===== src/hlfs_pkg.sv =====
// Shared constants, queue entry type and FCS-16 helper function for the frame sender.
// No dependencies; imported by every module of the block.
`default_nettype none

package hlfs_pkg;

	localparam logic [7:0] FLAG_BYTE = 8'h7e;
	localparam logic [7:0] ESC_BYTE  = 8'h7d;
	localparam logic [7:0] ESC_XOR   = 8'h20;
	localparam logic [15:0] FCS_INIT = 16'hffff;
	localparam logic [15:0] FCS_POLY = 16'h8408;

	localparam logic [7:0] HDR_ADDR  = 8'hff;
	localparam logic [7:0] HDR_CTRL  = 8'h03;
	localparam logic [7:0] HDR_PROTO_HI = 8'h00;
	localparam logic [7:0] HDR_PROTO_LO = 8'h21;

	localparam int QUEUE_DEPTH = 4;

	// One accepted payload byte after classification. fcs holds the complemented
	// FCS and is meaningful only when last is set.
	typedef struct packed {
		logic [7:0]  data;
		logic        first;
		logic        last;
		logic [15:0] fcs;
	} hlfs_entry_t;

	// Reflected CRC-16/X-25 update over one byte.
	function automatic logic [15:0] fcs_byte(input logic [15:0] fcs, input logic [7:0] b);
		logic [15:0] f;
		f = fcs ^ {8'h00, b};
		for (int k = 0; k < 8; k++) begin
			if (f[0]) begin
				f = (f >> 1) ^ FCS_POLY;
			end else begin
				f = f >> 1;
			end
		end
		return f;
	endfunction

	// FCS after the four header bytes, folded at elaboration.
	localparam logic [15:0] HDR_FCS = fcs_byte(fcs_byte(fcs_byte(fcs_byte(FCS_INIT,
		HDR_ADDR), HDR_CTRL), HDR_PROTO_HI), HDR_PROTO_LO);

endpackage

`default_nettype wire


===== src/hlfs_front.sv =====
// Front end: accepts payload bytes, keeps the running FCS and builds queue entries.
// Depends on hlfs_pkg.
`default_nettype none

module hlfs_front (
	input  wire logic                 clk,
	input  wire logic                 arst_n,
	input  wire logic                 in_valid,
	output logic                      in_ready,
	input  wire logic [7:0]           in_data,
	input  wire logic                 in_first,
	input  wire logic                 in_last,
	input  wire logic                 q_full,
	output logic                      q_push,
	output hlfs_pkg::hlfs_entry_t     q_entry
);
	import hlfs_pkg::*;

	logic [15:0] fcs_q;
	logic [15:0] fcs_base;
	logic [15:0] fcs_next;

	assign in_ready = !q_full;
	assign q_push   = in_valid && in_ready;

	always_comb begin
		fcs_base       = in_first ? HDR_FCS : fcs_q;
		fcs_next       = fcs_byte(fcs_base, in_data);
		q_entry.data   = in_data;
		q_entry.first  = in_first;
		q_entry.last   = in_last;
		q_entry.fcs    = ~fcs_next;
	end

	always_ff @(posedge clk or negedge arst_n) begin
		if (!arst_n) begin
			fcs_q <= FCS_INIT;
		end else if (q_push) begin
			fcs_q <= in_last ? FCS_INIT : fcs_next;
		end
	end

endmodule

`default_nettype wire


===== src/hlfs_queue.sv =====
// Short FIFO of classified entries between the front and back ends.
// Depends on hlfs_pkg for the entry type.
`default_nettype none

module hlfs_queue #(
	parameter int DEPTH = hlfs_pkg::QUEUE_DEPTH
) (
	input  wire logic                 clk,
	input  wire logic                 arst_n,
	input  wire logic                 push,
	input  wire hlfs_pkg::hlfs_entry_t push_entry,
	output logic                      full,
	input  wire logic                 pop,
	output logic                      empty,
	output hlfs_pkg::hlfs_entry_t     head
);
	import hlfs_pkg::*;

	localparam int PTR_W = (DEPTH > 1) ? $clog2(DEPTH) : 1;
	localparam int CNT_W = $clog2(DEPTH + 1);
	localparam logic [PTR_W-1:0] LAST_PTR = PTR_W'(DEPTH - 1);
	localparam logic [CNT_W-1:0] FULL_CNT = CNT_W'(DEPTH);

	hlfs_entry_t      mem_q [DEPTH];
	logic [PTR_W-1:0] wr_q;
	logic [PTR_W-1:0] rd_q;
	logic [CNT_W-1:0] cnt_q;

	assign full  = (cnt_q == FULL_CNT);
	assign empty = (cnt_q == '0);
	assign head  = mem_q[rd_q];

	always_ff @(posedge clk) begin
		if (push) begin
			mem_q[wr_q] <= push_entry;
		end
	end

	always_ff @(posedge clk or negedge arst_n) begin
		if (!arst_n) begin
			wr_q  <= '0;
			rd_q  <= '0;
			cnt_q <= '0;
		end else begin
			if (push) begin
				wr_q <= (wr_q == LAST_PTR) ? '0 : wr_q + 1'b1;
			end
			if (pop) begin
				rd_q <= (rd_q == LAST_PTR) ? '0 : rd_q + 1'b1;
			end
			if (push && !pop) begin
				cnt_q <= cnt_q + 1'b1;
			end else if (pop && !push) begin
				cnt_q <= cnt_q - 1'b1;
			end
		end
	end

endmodule

`default_nettype wire


===== src/hlfs_back.sv =====
// Back end: walks each entry through flag, header, escaped data, FCS and closing flag as its
// first/last bits select, one line byte per cycle unless stalled, into a registered output. Depends on hlfs_pkg.
`default_nettype none

module hlfs_back (
	input  wire logic                  clk,
	input  wire logic                  arst_n,
	input  wire logic                  q_empty,
	input  wire hlfs_pkg::hlfs_entry_t q_head,
	output logic                       q_pop,
	output logic                       out_valid,
	input  wire logic                  out_ready,
	output logic [7:0]                 out_byte,
	output logic                       out_run_last,
	output logic                       out_frame_end
);
	import hlfs_pkg::*;

	localparam logic [3:0] P_FLAG  = 4'd0;
	localparam logic [3:0] P_H0    = 4'd1;
	localparam logic [3:0] P_H1    = 4'd2;
	localparam logic [3:0] P_H2    = 4'd3;
	localparam logic [3:0] P_H3    = 4'd4;
	localparam logic [3:0] P_DATA  = 4'd5;
	localparam logic [3:0] P_FLO   = 4'd6;
	localparam logic [3:0] P_FHI   = 4'd7;
	localparam logic [3:0] P_CLOSE = 4'd8;

	logic [3:0] ph_q;
	logic       busy_q;
	logic       esc_q;

	logic [3:0] cur_ph;
	logic [3:0] next_ph;
	logic [7:0] src_byte;
	logic [7:0] line_byte;
	logic       escapable;
	logic       need_esc;
	logic       phase_done;
	logic       entry_done;
	logic       load;
	logic       step;

	assign load  = !out_valid || out_ready;
	assign step  = load && !q_empty;
	assign q_pop = step && entry_done;

	always_comb begin
		cur_ph = busy_q ? ph_q : (q_head.first ? P_FLAG : P_DATA);

		unique case (cur_ph)
			P_FLO:   src_byte = q_head.fcs[7:0];
			P_FHI:   src_byte = q_head.fcs[15:8];
			default: src_byte = q_head.data;
		endcase

		escapable  = (cur_ph == P_DATA) || (cur_ph == P_FLO) || (cur_ph == P_FHI);
		need_esc   = escapable && ((src_byte == ESC_BYTE) || (src_byte == FLAG_BYTE));
		phase_done = !need_esc || esc_q;

		unique case (cur_ph)
			P_FLAG, P_CLOSE: line_byte = FLAG_BYTE;
			P_H0:            line_byte = HDR_ADDR;
			P_H1:            line_byte = HDR_CTRL;
			P_H2:            line_byte = HDR_PROTO_HI;
			P_H3:            line_byte = HDR_PROTO_LO;
			default: begin
				if (esc_q) begin
					line_byte = src_byte ^ ESC_XOR;
				end else if (need_esc) begin
					line_byte = ESC_BYTE;
				end else begin
					line_byte = src_byte;
				end
			end
		endcase

		unique case (cur_ph)
			P_FLAG:  next_ph = P_H0;
			P_H0:    next_ph = P_H1;
			P_H1:    next_ph = P_H2;
			P_H2:    next_ph = P_H3;
			P_H3:    next_ph = P_DATA;
			P_DATA:  next_ph = P_FLO;
			P_FLO:   next_ph = P_FHI;
			P_FHI:   next_ph = P_CLOSE;
			default: next_ph = P_FLAG;
		endcase

		entry_done = phase_done &&
			(((cur_ph == P_DATA) && !q_head.last) || (cur_ph == P_CLOSE));
	end

	always_ff @(posedge clk or negedge arst_n) begin
		if (!arst_n) begin
			ph_q      <= P_FLAG;
			busy_q    <= 1'b0;
			esc_q     <= 1'b0;
			out_valid <= 1'b0;
		end else begin
			if (load) begin
				out_valid <= step;
			end
			if (step) begin
				if (entry_done) begin
					busy_q <= 1'b0;
					esc_q  <= 1'b0;
				end else begin
					busy_q <= 1'b1;
					if (phase_done) begin
						ph_q  <= next_ph;
						esc_q <= 1'b0;
					end else begin
						ph_q  <= cur_ph;
						esc_q <= 1'b1;
					end
				end
			end
		end
	end

	always_ff @(posedge clk) begin
		if (step) begin
			out_byte      <= line_byte;
			out_run_last  <= entry_done;
			out_frame_end <= (cur_ph == P_CLOSE);
		end
	end

endmodule

`default_nettype wire


===== src/hdlc_like_frame_sender_fcs16_core.sv =====
// HDLC-like PPP frame sender with FCS-16 (CRC-16/X-25), stream in and stream out.
// An accepted item is written into the queue; the back end then registers its line bytes
// into the single output byte register, where they are offered on the output stream.
// Throughput: one line byte per cycle unless the output stalls or the queue is empty, set by
// the single output byte register; an item yields up to twelve line bytes, two per escaped byte.
// Reset (arst_n, asynchronous, active low) empties the queue, drops any pending output
// and returns the running FCS to 0xffff.
`default_nettype none

module hdlc_like_frame_sender_fcs16_core #(
	parameter int QUEUE_DEPTH = hlfs_pkg::QUEUE_DEPTH
) (
	input  wire logic       clk,
	input  wire logic       arst_n,

	// Payload byte stream.
	input  wire logic       s_axis_tvalid,
	output logic            s_axis_tready,
	input  wire logic [7:0] s_axis_tdata,   // [7:0] data_byte
	input  wire logic [0:0] s_axis_tuser,   // [0] first_byte
	input  wire logic       s_axis_tlast,   // last_byte

	// Framed line stream.
	output logic            m_axis_tvalid,
	input  wire logic       m_axis_tready,
	output logic [7:0]      m_axis_tdata,   // [7:0] out_byte
	output logic [0:0]      m_axis_tuser,   // [0] frame_end
	output logic            m_axis_tlast    // run_last
);
	import hlfs_pkg::*;

	// The front end folds each byte into the FCS the cycle it is accepted, so an
	// entry in the queue carries everything the back end needs, including the final
	// complemented FCS for a closing byte. The queue lets input keep flowing while
	// the back end is busy expanding headers and escapes.
	hlfs_entry_t q_entry;
	hlfs_entry_t q_head;
	logic        q_push;
	logic        q_pop;
	logic        q_full;
	logic        q_empty;

	hlfs_front u_front (
		.clk      (clk),
		.arst_n   (arst_n),
		.in_valid (s_axis_tvalid),
		.in_ready (s_axis_tready),
		.in_data  (s_axis_tdata),
		.in_first (s_axis_tuser[0]),
		.in_last  (s_axis_tlast),
		.q_full   (q_full),
		.q_push   (q_push),
		.q_entry  (q_entry)
	);

	hlfs_queue #(
		.DEPTH (QUEUE_DEPTH)
	) u_queue (
		.clk        (clk),
		.arst_n     (arst_n),
		.push       (q_push),
		.push_entry (q_entry),
		.full       (q_full),
		.pop        (q_pop),
		.empty      (q_empty),
		.head       (q_head)
	);

	// The back end pops an entry only when it emits that entry's final line byte,
	// which is the byte that carries tlast.
	hlfs_back u_back (
		.clk           (clk),
		.arst_n        (arst_n),
		.q_empty       (q_empty),
		.q_head        (q_head),
		.q_pop         (q_pop),
		.out_valid     (m_axis_tvalid),
		.out_ready     (m_axis_tready),
		.out_byte      (m_axis_tdata),
		.out_run_last  (m_axis_tlast),
		.out_frame_end (m_axis_tuser[0])
	);

endmodule

`default_nettype wire

===== config.mk =====
export PLATFORM = sky130hd
export DESIGN_NAME = hdlc_like_frame_sender_fcs16_core
export DESIGN_NICKNAME = d
export VERILOG_FILES = /design/src/hlfs_pkg.sv /design/src/hlfs_front.sv /design/src/hlfs_queue.sv /design/src/hlfs_back.sv /design/src/hdlc_like_frame_sender_fcs16_core.sv
export SDC_FILE = /design/constraint.sdc
export NUM_CORES = 1
export LEC_CHECK = 0
export ABC_AREA = 1
export BUFFER_PORTS_ARGS = -buffer_cell sky130_fd_sc_hd__buf_2
export CAP_MARGIN = 15
export CORE_UTILIZATION = 60
export CTS_BUF_LIST = sky130_fd_sc_hd__clkbuf_16
export DETAILED_ROUTE_END_ITERATION = 16
export HOLD_SLACK_MARGIN = 0.08
export PLACE_DENSITY = 0.88
export RECOVER_POWER = 100
export SLEW_MARGIN = 20
export SYNTH_ARGS = -nofsm -noshare
export SYNTH_HDL_FRONTEND = slang
export SYNTH_SLANG_ARGS = --single-unit

===== constraint.sdc =====
create_clock -name clk -period 8.4 [get_ports clk]
set_input_delay 2.1 -clock clk [delete_from_list [all_inputs] [get_ports clk]]
set_output_delay 2.1 -clock clk [all_outputs]
set_load 0.01 [all_outputs]

==> results, run 1 <==
- The flow ran to the end, but the final reports show violations.
- The final reports fail on capacitance limit, slew limit.
- The hold violation total from the final report was 0.
- The switching power as a share of total power is 0.3879.
- The tool flagged a number of max-cap violations equal to 6.
- The clock root buffer is clkbuf_16.
- The congestion estimate from routability-driven global placement came to 0.8905.
- The clock network latency to the later pin of the worst-skew pair is 0.42 ns.
- The part of the power in registers is 0.394.
- The count of fill cells added during filler insertion is 747.
- The number of antenna violations at the first check in global routing was 0.
- The TritonCTS clock tree is done.
- The area inside the core boundary is 0.01037 mm^2.
- The met3 wirelength from detailed routing is 831 um.
- The analysis attributes to cell leakage a power of 2.794 nW.
- On the worst path, the slowest cell contributes a delay of 1.39 ns.
- Across every metal layer, demand over resource in global routing totals 0.2622.
- The detailed router finished its first iteration with 372 violations.
- Walking the worst path, the cells encountered are buf_4 -> clkinvlp_2 -> nand2_1 -> nand3_1 -> nand2_1 -> nand2_4 -> o21ai_0 -> ha_1 -> nand4_2 -> nand2_1 -> nor2_1 -> nor2_1 -> nand2_1 -> nand2_1 -> nand3_4 -> nand3_2 -> ha_1 -> inv_1 -> fa_1 -> a21oi_1 -> o21ai_0 -> xor2_1.
- The detail route stage leaves a number of antenna-violating nets equal to 0.
- The first global-routing pass estimated 21.61 mm of wire.
- The nature of the critical path startpoint is a register.
- The mean number of vias per cell is 5.858.
- Setup violations remaining at the end of the flow were counted as 0.
- The clock passes through at most 2 buffers.
- The placement row count is 37.
- In this run the worst hold path is classified as register to register.
- Counting I/O delays and the setup requirement, the final critical path takes 6.010 ns.
- The pin slew with the least headroom to its limit is 1.713 ns.
- After technology mapping, the gate count stands at 583.
- The net switching component of the power is 1.167 mW.
- The internal power of the cells is 1.841 mW.
- The count of buffering cells on the critical path with inverters included is 3.
- The start-to-end type of the worst setup path is register to register.
- Of the synthesized area, sequential elements account for 0.6494.
- The die is 105.8 um tall.
- The number of gates given a new drive strength after cts is 0.
- In this run, synthesis produced a sequential element count of 144.
- The power density over the cells is 418.5 mW/mm^2.
- STA classifies the critical path endpoint as a register.
- The final hold slack is 0.4929 ns.
- The via count of the first global-routing pass was 4,435.
- The average cell area after synthesis is 11.08 um^2.
- Leaving out fill and tap cells, the most frequent cells in the layout are edfxtp_1 (114), nand2_1 (87), nor2_1 (81).
- The distinct cell type count after synthesis is 37.
- The final global-route overflow total is 0.
- The worst-path maximum fanout is 56.
- The pin count of the biggest net entering global routing is 57.
- The total vias in the final route is 4,464.
- The mapped netlist covers 0.006459 mm^2.
- The length of the first detailed-routing pass in iterations is 5.
- The worst slew margin relative to its limit is -0.1418.
- For the worst flop-to-flop path, the logic depth is 22.
- The mean routed wirelength per cell is 17.67 um.
- Among cell families on the critical path, the largest total delay comes from simple AND/OR/NAND/NOR gates.
- The share of final-layout standard cells stronger than drive strength 1 is 0.1198.
- The detailed route wirelength on metal2 is 6.817 mm.
- The slowest cell on the critical path is clkinvlp_2.
- The met1 layer wirelength in the final routing is 5.542 mm.
- Port buffering added 25 buffers.
- In the routed design, unresolved DRC markers number 0.
- The cell depth of the worst hold path is 2.
- The die area is 0.01118 mm^2.
- Counting the buffers created by CTS gives 17.
- The part of the cycle the worst path needs is 0.7154.
- Data arrives at the worst endpoint at 6.31 ns.
- Counting every net in the synthesized netlist gives 609.
- The die is 105.8 um wide.
- The library cell used most frequently in the layout, excluding fill and tap cells, is edfxtp_1.
- The clock net in this run drives a total of 144 sinks.
- The share of power burned in the clock network is 0.229.
- For this run, the number of Yosys warnings is 0.
- The maximum vdd ir drop is 0.0002712 V.
- The H-tree generated during clock tree synthesis spans 4 levels.
- For this configuration, the core starts out at a cell density of 0.6228.
- The cell depth of the worst setup path is 22.
- The number of slew-limit violations in the final report came to 192.
- The final sum of negative setup slack is 0 ns.
- The post-layout net count is 639.
- After clock tree synthesis, the setup repair step added 0 buffers.
- The required time of the critical path is 8.70 ns.
- The total routed wirelength is 13.47 mm.
- The fmax is 166.4 MHz.
- The layout-stage area growth over the synthesis result is 11.29%.
- The half-perimeter wire length after placement is 8.592 mm.
- The most common cell type on the critical path is nand2_1.
- For this design the top-level I/O count stands at 26.
- The highest metal layer with signal wires is met4.
- The share of total power dissipated in combinational logic is 0.377.
- The CTS clock-pin slew for the worst setup and hold paths is 0.06 ns.
- The setup clock skew after layout is 0.009748 ns.
- In this run, post-CTS hold repair placed 0 buffers.
- Setup repair after global routing left no endpoint under its margin.
- The number of antenna diodes in the final layout is 0.
## tightest hold or removal path: cells and delay by family, from the launching register on
family	cells	cell delay [ns]
flops	1	0.35
simple gates	2	0.11
## final timing paths
| kind | to | from | slack [ns] |
|---|---|---|---|
| setup / recovery | u_queue.cnt_q[2] | u_queue.rd_q[0] | 2.39 |
| hold / removal | u_back.ph_q[1] | u_back.ph_q[1] | 0.49 |
| setup reg to reg | u_queue.cnt_q[2] | u_queue.rd_q[0] | 2.39 |
| hold reg to reg | u_back.ph_q[1] | u_back.ph_q[1] | 0.49 |
| max in group asynchronous | u_queue.wr_q[0] | arst_n | 5.29 |
| min in group asynchronous | u_back.ph_q[1] | arst_n | 2.12 |
## kinds of logic (layout without fill, tap and decap cells)
family / after synthesis / in the layout / synth area share
adders and majority gates: 12 / 12 / 0.02441
and+or+nand+nor: 220 / 220 / 0.1540
DFF: 144 / 144 / 0.6494
xor gates and xnor gates: 24 / 24 / 0.03255
AOI/OAI and AO/OA: 111 / 111 / 0.09318
buffers and inverters: 72 / 115 / 0.04649
## routing by layer
metal  global-route usage  vias up
met1               0.3198     2181
li1                     -     2054
met3              0.05937       27
met2               0.4374      202
met5                    0        -
met4               0.1359        0
## sequential cells by signal, indices dropped and copies added, names as in the netlist
signal,count
u_back.esc_q,1
u_back.out_valid,1
u_queue.wr_q,2
u_back.busy_q,1
u_back.out_run_last,1
u_back.out_frame_end,1
u_back.ph_q,4
u_queue.cnt_q,3
u_queue.mem_q,104
u_queue.rd_q,2
u_back.out_byte,8
u_front.fcs_q,16
## cells in the mapped netlist, drive strengths merged
| master | number | area (um^2) |
|---|---|---|
| nor2 | 91 | 369.1 |
| nor3 | 1 | 5.000 |
| xor2 | 12 | 105.1 |
| dfstp | 16 | 420.4 |
| o31ai | 1 | 7.510 |
| nand4 | 4 | 46.29 |
| nand3 | 33 | 202.7 |
| nand2 | 90 | 365.4 |
| a21oi | 9 | 48.80 |
| buf | 8 | 55.05 |
| dfrtp | 14 | 350.3 |
| fa | 1 | 20.02 |
| xnor2 | 12 | 105.1 |
| edfxtp | 114 | 3423 |
| or2 | 1 | 6.260 |
| o21ai | 73 | 365.3 |
| o22ai | 23 | 143.9 |
| inv | 51 | 196.4 |
| ha | 11 | 137.6 |
| a21o | 2 | 15.01 |
| a31oi | 1 | 6.260 |
| a22oi | 2 | 15.01 |
| clkbuf | 13 | 48.80 |
## per-stage QoR
| stage | setup slack, ns | cells | total power [mW] | utilization | area (um^2) |
|---|---|---|---|---|---|
| 2_1_floorplan | 4.220 | 583 | 2.019 | - | 6459 |
| 3_3_place_gp | 4.133 | 730 | 2.262 | 0.6473 | 6713 |
| 6_report | 2.390 | 762 | 3.008 | 0.6932 | 7188 |
| 3_5_place_dp | 3.924 | 730 | 2.321 | 0.6473 | 6713 |
| 5_1_grt | 1.737 | 762 | 3.201 | 0.6932 | 7188 |
| 4_1_cts | 3.898 | 762 | 3.019 | 0.6998 | 7257 |
## area by class of cell
| class | instances | area, um^2 | share of cell area |
|---|---|---|---|
| flip-flops and latches | 144 | 4194 | 0.5835 |
| multi-input cells | 367 | 1957 | 0.2722 |
| clock buffers | 17 | 425.4 | 0.05918 |
| inverters | 51 | 192.7 | 0.02681 |
| well taps | 136 | 170.2 | 0.02367 |
| repair buffers | 32 | 130.1 | 0.01810 |
| clock inverters | 15 | 118.9 | 0.01654 |
## power by group through the flow
stage	sequential (mW)	clock, mW	combinational, mW
after floorplan	1.19	0	0.833
after global placement	1.17	0	1.09
after detailed placement	1.19	0	1.14
after CTS	1.18	0.696	1.15
after global routing	1.20	0.725	1.27
final	1.18	0.690	1.13
No activity file was read; power rests on OpenSTA's default activity.
==> inputs of run 2 (changes only) <==
- clock period: 8.4 -> 5.69 ns (I/O delays scaled with it)
==> run 2 against run 1 <==
Net effect: the run still ends with capacitance limit, slew limit left; wire length shrank 2.7%; core utilization shrank 0.31 points; clock power grew 40%; final area shrank 0.45%; highest routed layer unchanged.
==> results, run 2 (same netlist as run 1, synthesis figures left out) <==
- The total vias in the final route came to 4,338 (-2.8%).
- The flow ran to the end, but the final reports show violations.
- The H-tree depth reported by CTS is 4 (unchanged).
- The layer with the highest usage after global routing is met2.
- The effective utilization at floorplan is 0.6228 (unchanged).
- The startpoint identified for the worst register-to-register timing path is u_queue.rd_q[0].
- The clock buffer count from CTS was 17 (unchanged).
- TritonCTS built the clock tree.
- The classification of the worst-slack hold path is register to register.
- The flip-flop count of the largest register after layout is 104 (unchanged).
- The placement row count is 37 (unchanged).
- The post-layout net count is 640 (+0.16%).
- The number of DRC markers after the initial detailed-route iteration is 317 (-15%).
- The width of the chip came to 105.8 um (unchanged).
- The clock network latency to the later pin of the worst-skew pair was 0.43 ns (about the same).
- The mean routed wirelength per cell is 17.17 um (-2.8%).
- The half-perimeter wire length after placement is 8.671 mm (+0.92%).
- The length of the first detailed-routing pass in iterations is 5 (unchanged).
- The via count of the first global-routing pass came to 4,325 (-2.5%).
- The total routed wirelength is 13.10 mm (-2.7%).
- The checks that failed: capacitance limit, slew limit.
- The startpoint identified for the worst hold timing path is u_back.ph_q[3].
- The number of antenna violations at the first check in global routing was 0 (unchanged).
- The wire length of the first global-routing pass is 21.11 mm (-2.3%).
- STA classifies the critical path endpoint as a register.
- The setup slack of the most critical reg-to-reg path is 0.71 ns (-1.68 ns).
- The start-to-end type of the worst setup path is register to register.
- The slowest cell on the critical path is dfrtp_1.
- The count of buffers from port buffering is 25 (unchanged).
- The routing usage on met1 is 0.3171 (-0.002680).
- The routability congestion estimate from global placement is 0.8866 (-0.44%).
- The fmax came to 200.7 MHz (+21%).
- The final sum of negative setup slack is 0 ns (unchanged).
- STA classifies the critical path startpoint as a register.
- The leakage dissipation is 2.777 nW (-0.61%).
- The worst register-to-register path ends at u_queue.cnt_q[2].
- The required time of the critical path is 5.99 ns (-2.71 ns).
- The final hold slack is 0.4855 ns (-0.007410 ns).
- The clock root buffer is clkbuf_16.
- The most numerous cell type found on the critical path is nand2_1.
- The largest incremental delay on the critical path is 0.93 ns (-0.46 ns).
- The final global-route overflow total came to 0 (unchanged).
- The number of gates given a new drive strength after cts is 0 (unchanged).
- The worst-path maximum fanout came to 52 (-7.1%).
- The layout-stage area growth over the synthesis result is 10.79%.
- The data arrival time of the worst path is 5.28 ns (-1.03 ns).
- The capture point of the worst path is u_queue.cnt_q[2].
- The register with the most flip-flops is u_queue.mem_q.
- The overall fraction of global-route tracks in use is 0.2557 (-0.006427).
- The share of final-layout standard cells stronger than drive strength 1 is 0.1005 (-0.01933).
- The cell count of the worst reg-to-reg path came to 21 (-4.5%).
- The DRC violation count after routing is 0 (unchanged).
- The met2 capacity usage during global routing is 0.4150 (-0.02241).
- The CTS clock-pin slew for the worst setup and hold paths is 0.06 ns (about the same).
- The count of fill cells added during filler insertion is 784 (+5.0%).
- The time the final worst path needs with I/O delays and setup is 4.984 ns (-1.026 ns).
- The critical path starts at u_queue.rd_q[0].
- The I/O pin count came to 26 (unchanged).
- The most common cell after layout, fill and taps aside is edfxtp_1.
- The number of slew-limit violations in the final report is 139 (-28%).
- The area inside the core boundary was 0.01037 mm^2 (unchanged).
- The number of buffers inserted by hold repair at cts is 0 (unchanged).
- The setup clock skew after layout is 0.01081 ns (+0.001058 ns).
- The remaining antenna violation count was 0 (unchanged).
- The part of the cycle the worst path needs is 0.8759 (+0.1604).
- The number of max-cap violations is 5 (-1).
- The mean number of vias per cell came to 5.685 (-2.9%).
- The buffer depth of the longest clock path was 2 (unchanged).
- The count of endpoints failing setup in the final report was 0 (unchanged).
- The largest registers in the layout are u_queue.mem_q: 104 flops, u_front.fcs_q: 16 flops, u_back.out_byte: 8 flops.
- The post-CTS setup-driven buffer insertion count is 0 (unchanged).
- The total number of clock tree sinks is 144 (unchanged).
- The pin count of the biggest net entering global routing is 53 (-7.0%).
- The vertical die dimension is 105.8 um (unchanged).
- The maximum vdd ir drop was 0.0003278 V (+21%).
- The power density over the cells came to 610.4 mW/mm^2 (+46%).
- The hold violation total from the final report came to 0 (unchanged).
- The top cell types in the final layout, fill and taps aside, are edfxtp_1 (114), nand2_1 (88), nor2_1 (82).
- The worst slew margin relative to its limit is -0.1528 (-0.01101).
- The met3 demand-to-capacity share in global routing came to 0.06246 (+0.003092).
- The diode insertion count for antenna repair came to 0 (unchanged).
- Setup repair after global routing left no endpoint under its margin.
- The pin slew with the least headroom to its limit is 1.729 ns (+0.01651 ns).
- Traced cell by cell, the critical path runs through inv_6 -> nand2_1 -> nand3_2 -> nand2_1 -> nand2_1 -> o21ai_0 -> ha_1 -> nand4_1 -> nand2_1 -> nor2_1 -> nor2_1 -> nand2_1 -> nand2_1 -> nand3_4 -> nand3_2 -> ha_1 -> inv_1 -> fa_1 -> a21oi_1 -> o21ai_0 -> xor2_1.
- The die area was 0.01118 mm^2 (unchanged).
## run 2: cell count changes in the layout (fill, tap and decap cells not counted), sizes merged
cell      before  now
inv           55   54
clkinv         8   10
clkinvlp       2    1
clkbuf        45   46
## run 2: critical path, delay by kind of cell, from the launching register on
family / cells / cell delay [ns]
adder cells (fa/ha/maj): 3 / 1.07
AND/OR/NAND/NOR: 12 / 1.86
flip-flops: 1 / 0.93
AO/OA/AOI/OAI: 3 / 0.45
XOR/XNOR: 1 / 0.16
buffers and inverters: 2 / 0.35
## run 2: report_power, final
group          switching [mW]  total [mW]  internal (mW)
Clock                   0.388       0.966          0.578
Sequential              0.140        1.78           1.64
Combinational            1.14        1.62          0.479
Total                    1.67        4.37           2.70
## run 2: how the worst min path moves through the flow
| stage | cells after the start | endpoint | slack (ns) |
|---|---|---|---|
| finish | 2 | u_back.ph_q[3] | 0.49 |
| detailed placement | 2 | u_back.ph_q[3] | 0.47 |
| global route | 2 | u_back.ph_q[3] | 0.52 |
| CTS | 2 | u_back.ph_q[3] | 0.49 |
| floorplan | 2 | u_back.ph_q[2] | 0.44 |
| global placement | 2 | u_back.ph_q[1] | 0.47 |
## run 2: routing by layer
layer  share of wire  vias to the layer above  wire length (um)
met5               0                        -                 0
met4           0.026                        0               338
met3           0.072                       27               937
met2            0.50                      176              6497
met1            0.41                     2069              5327
li1                -                     2066                 -
## run 2: stage by stage
stage	instance area, um^2	total power, mW	std cells	setup slack (ns)	util
final	7156	4.368	763	0.7063	0.6900
after global routing	7156	4.652	763	0.3271	0.6900
after CTS	7233	4.405	763	1.008	0.6975
after detailed placement	6720	3.435	731	1.027	0.6480
after global placement	6720	3.353	731	1.260	0.6480
after floorplan	6459	2.980	583	2.187	-
## run 2: layout make-up
type                       instances  area [um^2]  area share
inverter                          51        196.4     0.02745
clock buffer                      17        425.4     0.05945
multi-input combinational        367         1946      0.2719
timing repair buffer              33        136.4     0.01906
sequential                       144         4194      0.5861
tap                              136        170.2     0.02378
clock inverter                    15        87.58     0.01224
